==> src/hw/rtl/ecg_baseline_drift_removal_macros.svh <==
// Assertion macros for the drift removal RTL (included by ebdr_ctrl).
// Relies on clk and arst_n being visible in the including module.
`ifndef ECG_BASELINE_DRIFT_REMOVAL_MACROS_SVH
`define ECG_BASELINE_DRIFT_REMOVAL_MACROS_SVH

// Same-cycle implication, disabled while reset is asserted.
`define EBDR_ASSERT_NOW(lbl, ante, cons) \
	lbl: assert property (@(posedge clk) disable iff (!arst_n) (ante) |-> (cons)) \
		else $error("ebdr: same-cycle check failed");

// Next-cycle implication, disabled while reset is asserted.
`define EBDR_ASSERT_NEXT(lbl, ante, cons) \
	lbl: assert property (@(posedge clk) disable iff (!arst_n) (ante) |=> (cons)) \
		else $error("ebdr: next-cycle check failed");

`endif

==> src/hw/rtl/ebdr_pkg.sv <==
// Shared types and constants for the ECG baseline drift removal block.
// No dependencies; imported by the controller, datapath and top level.
`timescale 1ns / 1ps

package ebdr_pkg;

	localparam int LEAD_W    = 4;
	localparam int MODE_W    = 3;
	localparam int WIN_TBL_W = 12;

	localparam logic [MODE_W-1:0] MODE_BYPASS = 3'd0;
	localparam logic [MODE_W-1:0] MODE_W3400  = 3'd1;
	localparam logic [MODE_W-1:0] MODE_W2250  = 3'd2;
	localparam logic [MODE_W-1:0] MODE_W1700  = 3'd3;
	localparam logic [MODE_W-1:0] MODE_W1350  = 3'd4;
	localparam logic [MODE_W-1:0] MODE_W1048  = 3'd5;
	localparam logic [MODE_W-1:0] MODE_W672   = 3'd6;
	localparam logic [MODE_W-1:0] MODE_W500   = 3'd7;

	// Commands from the controller to the datapath.
	typedef struct packed {
		logic load;      // capture the accepted item
		logic rd;        // read old sample and delayed tap
		logic upd;       // update sum, ring, pointer; start divide
		logic div_step;  // one quotient bit
		logic out_load;  // move result into the output register
	} ebdr_cmd_t;

	// Status from the datapath to the controller.
	typedef struct packed {
		logic bypass;    // incoming item needs no filtering
		logic div_done;  // all quotient bits produced
		logic out_busy;  // output register holds an item not yet taken
	} ebdr_sts_t;

	// Window length per mode; bypass counts as a window of one.
	function automatic logic [WIN_TBL_W-1:0] win_table(input logic [MODE_W-1:0] mode);
		logic [WIN_TBL_W-1:0] len;
		unique case (mode)
			MODE_BYPASS: len = 12'd1;
			MODE_W3400:  len = 12'd3400;
			MODE_W2250:  len = 12'd2250;
			MODE_W1700:  len = 12'd1700;
			MODE_W1350:  len = 12'd1350;
			MODE_W1048:  len = 12'd1048;
			MODE_W672:   len = 12'd672;
			MODE_W500:   len = 12'd500;
			default:     len = 12'd1;
		endcase
		return len;
	endfunction

endpackage

==> src/hw/rtl/ebdr_ctrl.sv <==
// Sequencing state machine for the drift removal block.
// Depends on ebdr_pkg and the assertion macro header.
`timescale 1ns / 1ps
`include "ecg_baseline_drift_removal_macros.svh"

module ebdr_ctrl (
	input  logic               clk,
	input  logic               arst_n,
	input  logic               s_valid,
	output logic               s_ready,
	input  ebdr_pkg::ebdr_sts_t sts,
	output ebdr_pkg::ebdr_cmd_t cmd
);
	import ebdr_pkg::*;

	localparam logic [2:0] ST_IDLE = 3'd0;
	localparam logic [2:0] ST_READ = 3'd1;
	localparam logic [2:0] ST_UPD  = 3'd2;
	localparam logic [2:0] ST_DIV  = 3'd3;
	localparam logic [2:0] ST_DONE = 3'd4;

	logic [2:0] state_q;
	logic [2:0] state_d;
	logic       accept;

	assign s_ready      = (state_q == ST_IDLE);
	assign accept       = s_valid && s_ready;
	assign cmd.load     = accept;
	assign cmd.rd       = (state_q == ST_READ);
	assign cmd.upd      = (state_q == ST_UPD);
	assign cmd.div_step = (state_q == ST_DIV) && !sts.div_done;
	assign cmd.out_load = (state_q == ST_DONE) && !sts.out_busy;

	always_comb begin
		state_d = state_q;
		unique case (state_q)
			ST_IDLE: begin
				if (accept) begin
					state_d = sts.bypass ? ST_DONE : ST_READ;
				end
			end
			ST_READ: state_d = ST_UPD;
			ST_UPD:  state_d = ST_DIV;
			ST_DIV: begin
				if (sts.div_done) begin
					state_d = ST_DONE;
				end
			end
			ST_DONE: begin
				if (!sts.out_busy) begin
					state_d = ST_IDLE;
				end
			end
			default: state_d = ST_IDLE;
		endcase
	end

	always_ff @(posedge clk or negedge arst_n) begin
		if (!arst_n) begin
			state_q <= ST_IDLE;
		end else begin
			state_q <= state_d;
		end
	end

	`EBDR_ASSERT_NEXT(a_accept_step, accept, (state_q == ST_READ) || (state_q == ST_DONE))
	`EBDR_ASSERT_NEXT(a_div_exit, (state_q == ST_DIV) && sts.div_done, state_q == ST_DONE)
	`EBDR_ASSERT_NOW(a_no_overwrite, cmd.out_load, !sts.out_busy && (state_q == ST_DONE))

endmodule

==> config.mk <==
export PLATFORM = sky130hd
export DESIGN_NAME = ebdr_ctrl
export DESIGN_NICKNAME = d
export VERILOG_FILES = /design/src/hw/rtl/ebdr_pkg.sv /design/src/hw/rtl/ebdr_ctrl.sv
export VERILOG_INCLUDE_DIRS = /design/src /design/src/hw/rtl
export SDC_FILE = /design/constraint.sdc
export NUM_CORES = 1
export LEC_CHECK = 0
export ABC_AREA = 1
export BUFFER_PORTS_ARGS = -buffer_cell sky130_fd_sc_hd__buf_2
export CORE_AREA = 2 2 39 41
export DETAILED_ROUTE_END_ITERATION = 8
export DIE_AREA = 0 0 41 43
export GPL_TIMING_DRIVEN = 0
export MAX_ROUTING_LAYER = met4
export PLACE_DENSITY_LB_ADDON = 0.08
export SETUP_SLACK_MARGIN = 0.3
export SLEW_MARGIN = 20
export SYNTH_ARGS = -nofsm -noshare
export SYNTH_HDL_FRONTEND = slang
export SYNTH_SLANG_ARGS = --single-unit
==> constraint.sdc <==
create_clock -name clk -period 1.59 [get_ports clk]
set_input_delay 0.318 -clock clk [delete_from_list [all_inputs] [get_ports clk]]
set_output_delay 0.318 -clock clk [all_outputs]
set_load 0.02 [all_outputs]
After elaboration in Yosys (flattened, before gate mapping):

Index checks and enable logic that the tools add are counted.

* flip-flop bits (word level): 3
* bits in latches: 0
* RAM bits: 0
* memory bits (read-only): 0
* bits of input ports: 6
* output and inout bits: 6
* memories: 0

* add/subtract/negate cells: 0
* multipliers: 0
* divide/modulo/power cells: 0
* order comparisons: 0
* eq/ne operators: 7
* shift-type cells: 0
* mux-type cells: 5
* bitwise logic cells: 0
* reduce and logical (&&, ||, !) cells: 7

Operators with widths (count)
* 3-bit one-hot mux with 5 select lines: 1
* 3-bit 2-to-1 mux: 4
* 3-bit by 2-bit == test with 1-bit output (second input constant): 2
* 2-bit != test (second input constant): 2
* 3-bit by 1-bit == test with 1-bit output (second input constant): 1
* 3-bit == test (second input constant): 1
* 1-bit logical AND: 3
* 3-bit logical NOT: 1
* 3-bit AND reduction: 1
* 1-bit logical NOT: 2
* 2-bit by 1-bit != test with 1-bit output (second input constant): 1

Longest topological paths before layout:

* word-level depth: 4
* mapped depth: 6
* gate-level depth less buffers: 6

Worst setup path after synthesis:

No wires, ideal clock.

* path type: register to output
* from: reg state_q[2]
* to: out cmd[0] (netlist name)
* data arrival time: 1.164 ns
* path slack: 0.108 ns
* stages on the path, launching flop included: 3
* path buffers: 0
* cells stage by stage: dfrtp_1 -> inv_1 -> nor4_1

RTL lines
* start, declared: line ebdr_ctrl.sv:22 `logic [2:0] state_q;`
* start signal, assigned: line ebdr_ctrl.sv:62 `state_q <= state_d;`
* end, declared: line ebdr_ctrl.sv:12 `output ebdr_pkg::ebdr_cmd_t cmd`

Worst setup path in the final report:

* from: reg state_q[2]
* to: out cmd[4] (netlist name)

* word-level cells in the longest chain between the ends: 2

Ends and longest elaborated chain
* 3-bit logical NOT: line ebdr_ctrl.sv:26 `assign s_ready = (state_q == ST_IDLE);`
* 1-bit logical AND: line ebdr_ctrl.sv:27 `assign accept = s_valid && s_ready;`

No other way between the ends.

==> impl_results.md <==
- #FFs+latches synth: 3
- Max frequency: around 670 MHz
- DP HPWL: 432 um
- Max-cap violation count: 0
- DRT antenna net count: 0
- Seq pwr share: 19.2%
- Tmin final: 1490 ps
- I/O Buffers: 11
- DR iter-0 viols: 4
- Layout cells sized above 1: 56.4%
- Syn_area_per_cell: approximately 6.8 um2
- Gate count of the mapped netlist: 33
- Comb power frac: 64.4%
- Clock share of power: 16.4%
- Area growth syn-to-layout: 91.6%
- Worst path bufs/invs: 3
- Initial Utilization: 16.2%
- Critical Path AT: 1170 ps
- Worst Tran Pin Value: roughly 220 ps
- Mapped Area: 224 um2
- Dpl cell area: 305 um2
- Via density: 3.92
- Max reg flops: 3
- Top reg by flops: state_q
- CTS tree: done
- Die width: 41 um
- Netlist cell types: 15
- Critical Path Stages: 5
- CP Class: flip-flop to output port
- Detailed-route DRC error count: 0
- P_sw: ~0.36 mW
- Total number of vias: 278
- Crit start category: flip-flop
- CTS Sinks: 3
- Ys Warns: 0
- Max Slew Vio Count: 0
- Setup Viol. Count Final: 0
- Post-synthesis sequential area ratio: between 30% and 40%
- Gr ovfl total: 0
- Crit path cell chain: inv_2 -> nand2_1 -> nor2_1 -> buf_4 -> buf_4
- Worst path slowest cell: dfrtp_1
- Biggest regs: state_q (3)
- Worst-Skew Late Latency: 230 ps
- Crit path required time: between 1000 and 1500 ps
- Fin crit share: 93.7%
- Die area: ~0.0018 mm2
- Yosys top cell by area: dfrtp_1
- Final Hold Viols: 0
- Syn Nets: 39
- PD cells: ~1900 mW/mm2
- # fillers: between 150 and 200
- Ports: 12
- Pre-CTS WS: around 170 ps
- Core Region: about 0.0014 mm2
- # diodes: 0
- Peak VDD IR: between 0.5 and 0.6 mV
- Setup TNS: 0 ps
- Share of the synthesized area in the top cell type: 33.5%
- Initial antenna violation count: 0
- Total track usage: 8.65%
- Clock skew: 0.366 ps
- DRT Pass-1 Iters: 4
- Switching Fraction: between 40% and 50%
- Vias in the first global route: 250
- Routed wirelength normalized by instance count: 9.10 um
- Slowest Stage Delay on Critical Path: 410 ps
- RSZ-0062 raised after global routing: yes
- CP Capture Type: output port
- Internal: roughly 0.46 mW
- First-pass GRT wire length: between 900 and 1000 um
- CP most frequent cell: buf_4
- Type of the tightest min-delay check: input port to asynchronous set/reset pin
- Clock transition at the registers of the reported paths: 40 ps
- Cts bufs inserted: 3
- Synth top area cells: dfrtp_1 34%, inv_1 15%, nand3_1 11%
- Largest net degree at the start of global routing: 7
- Crit-path leading delay family: flip-flops
- Final WL: approximately 650 um
- CTS Buffer Depth: 2
- Worst reg-to-reg path cell count: 6
- Crit path max fanout: 6
- Final setup margin: 101 ps
- Nets: 62
- Root Driver: clkbuf_4
- Relative slew slack: 85.0%
- Post-route cell area: ~430 um2
- R2R Setup Slk: 450 ps
- P_leak: 0.240 nW
- # H-tree levels: 1
- # rows: 14
- Outcome: finished, final reports clean
- Final GP Congestion: 0.701
- Die height: 43 um
routing by layer:
layer  part of all wire, %  global-route usage, %  up-vias
li1                      -                      -      146
met1                    42                   9.68      124
met2                    51                   11.3        8
met3                   6.8                   3.14        0
met4                     0                   8.00        0
met5                     0                      -        -
timing repair:
action,4_1_cts,5_1_grt
cloned,0,0
setup buffers,3,3
endpoints found under the hold margin,3,0
resized for setup,7,7
hold buffers,1,0
setup endpoints to repair,6,6
pin swaps,3,0
path summary, 6_finish.rpt:
| check | startpoint | to |
|---|---|---|
| worst max-delay path | state_q[2] | cmd[4] |
| worst min-delay path | arst_n | state_q[0] |
| worst max register to register | state_q[2] | state_q[0] |
| worst min register to register | state_q[2] | state_q[2] |
| max in group asynchronous | arst_n | state_q[1] |
| min in group clk | sts[0] | state_q[2] |
synth_stat cells:
cell	n
nand3_1	5
nand2_1	4
o21ai_2	1
nor4_1	1
buf_4	1
nand2_2	1
clkinv_2	1
nor2_1	2
nor2_2	1
inv_1	9
nor3_1	1
nand3b_1	1
o21bai_1	1
dfrtp_1	3
o211ai_1	1
layout make-up:
cell class              count  area [um2]  area share (%)
multi-input cells          19         129            30.0
plain buffers               1        7.51            1.75
flip-flops and latches      3        76.3            17.8
repair buffers             18         131            30.6
inverters                  10        38.8            9.04
well taps                  16        20.0            4.66
clock buffers               4        26.3            6.12
power by group through the flow:
stage	Clock (mW)	Sequential (mW)	Combinational, mW
finish	0.135	0.158	0.528
floorplan	0	0.145	0.256
CTS	0.142	0.160	0.423
global route	0.153	0.162	0.576
detailed placement	0	0.156	0.342
global placement	0	0.158	0.342
cell usage in the layout, fill, tap and decap left out, drive strengths merged:
cell / netlist / routed
buf: 1 / 18
clkbuf: 0 / 4
clkinv: 1 / 1
dfrtp: 3 / 3
dlygate4sd3: 0 / 1
inv: 9 / 9
nand2: 5 / 5
nand3: 5 / 5
nand3b: 1 / 1
nor2: 3 / 3
nor3: 1 / 1
nor4: 1 / 1
o211ai: 1 / 1
o21ai: 1 / 1
o21bai: 1 / 1
cells by family after synthesis:
| group | after synthesis | share of synthesized area (%) |
|---|---|---|
| AND/OR/NAND/NOR | 16 | 35.2 |
| buffers and inverters | 11 | 20.7 |
| flip-flops | 3 | 33.5 |
| AO/OA/AOI/OAI | 3 | 10.6 |
through the flow:
step	power, mW	std cells	util, %	hold slack (ps)
2_1_floorplan	0.401	33	-	22.4
3_3_place_gp	0.500	60	22.1	113
3_5_place_dp	0.497	60	22.1	115
4_1_cts	0.726	68	27.4	400
5_1_grt	0.890	71	31.0	417
6_report	0.821	71	31.0	412
No activity file was read; power rests on OpenSTA's default activity.
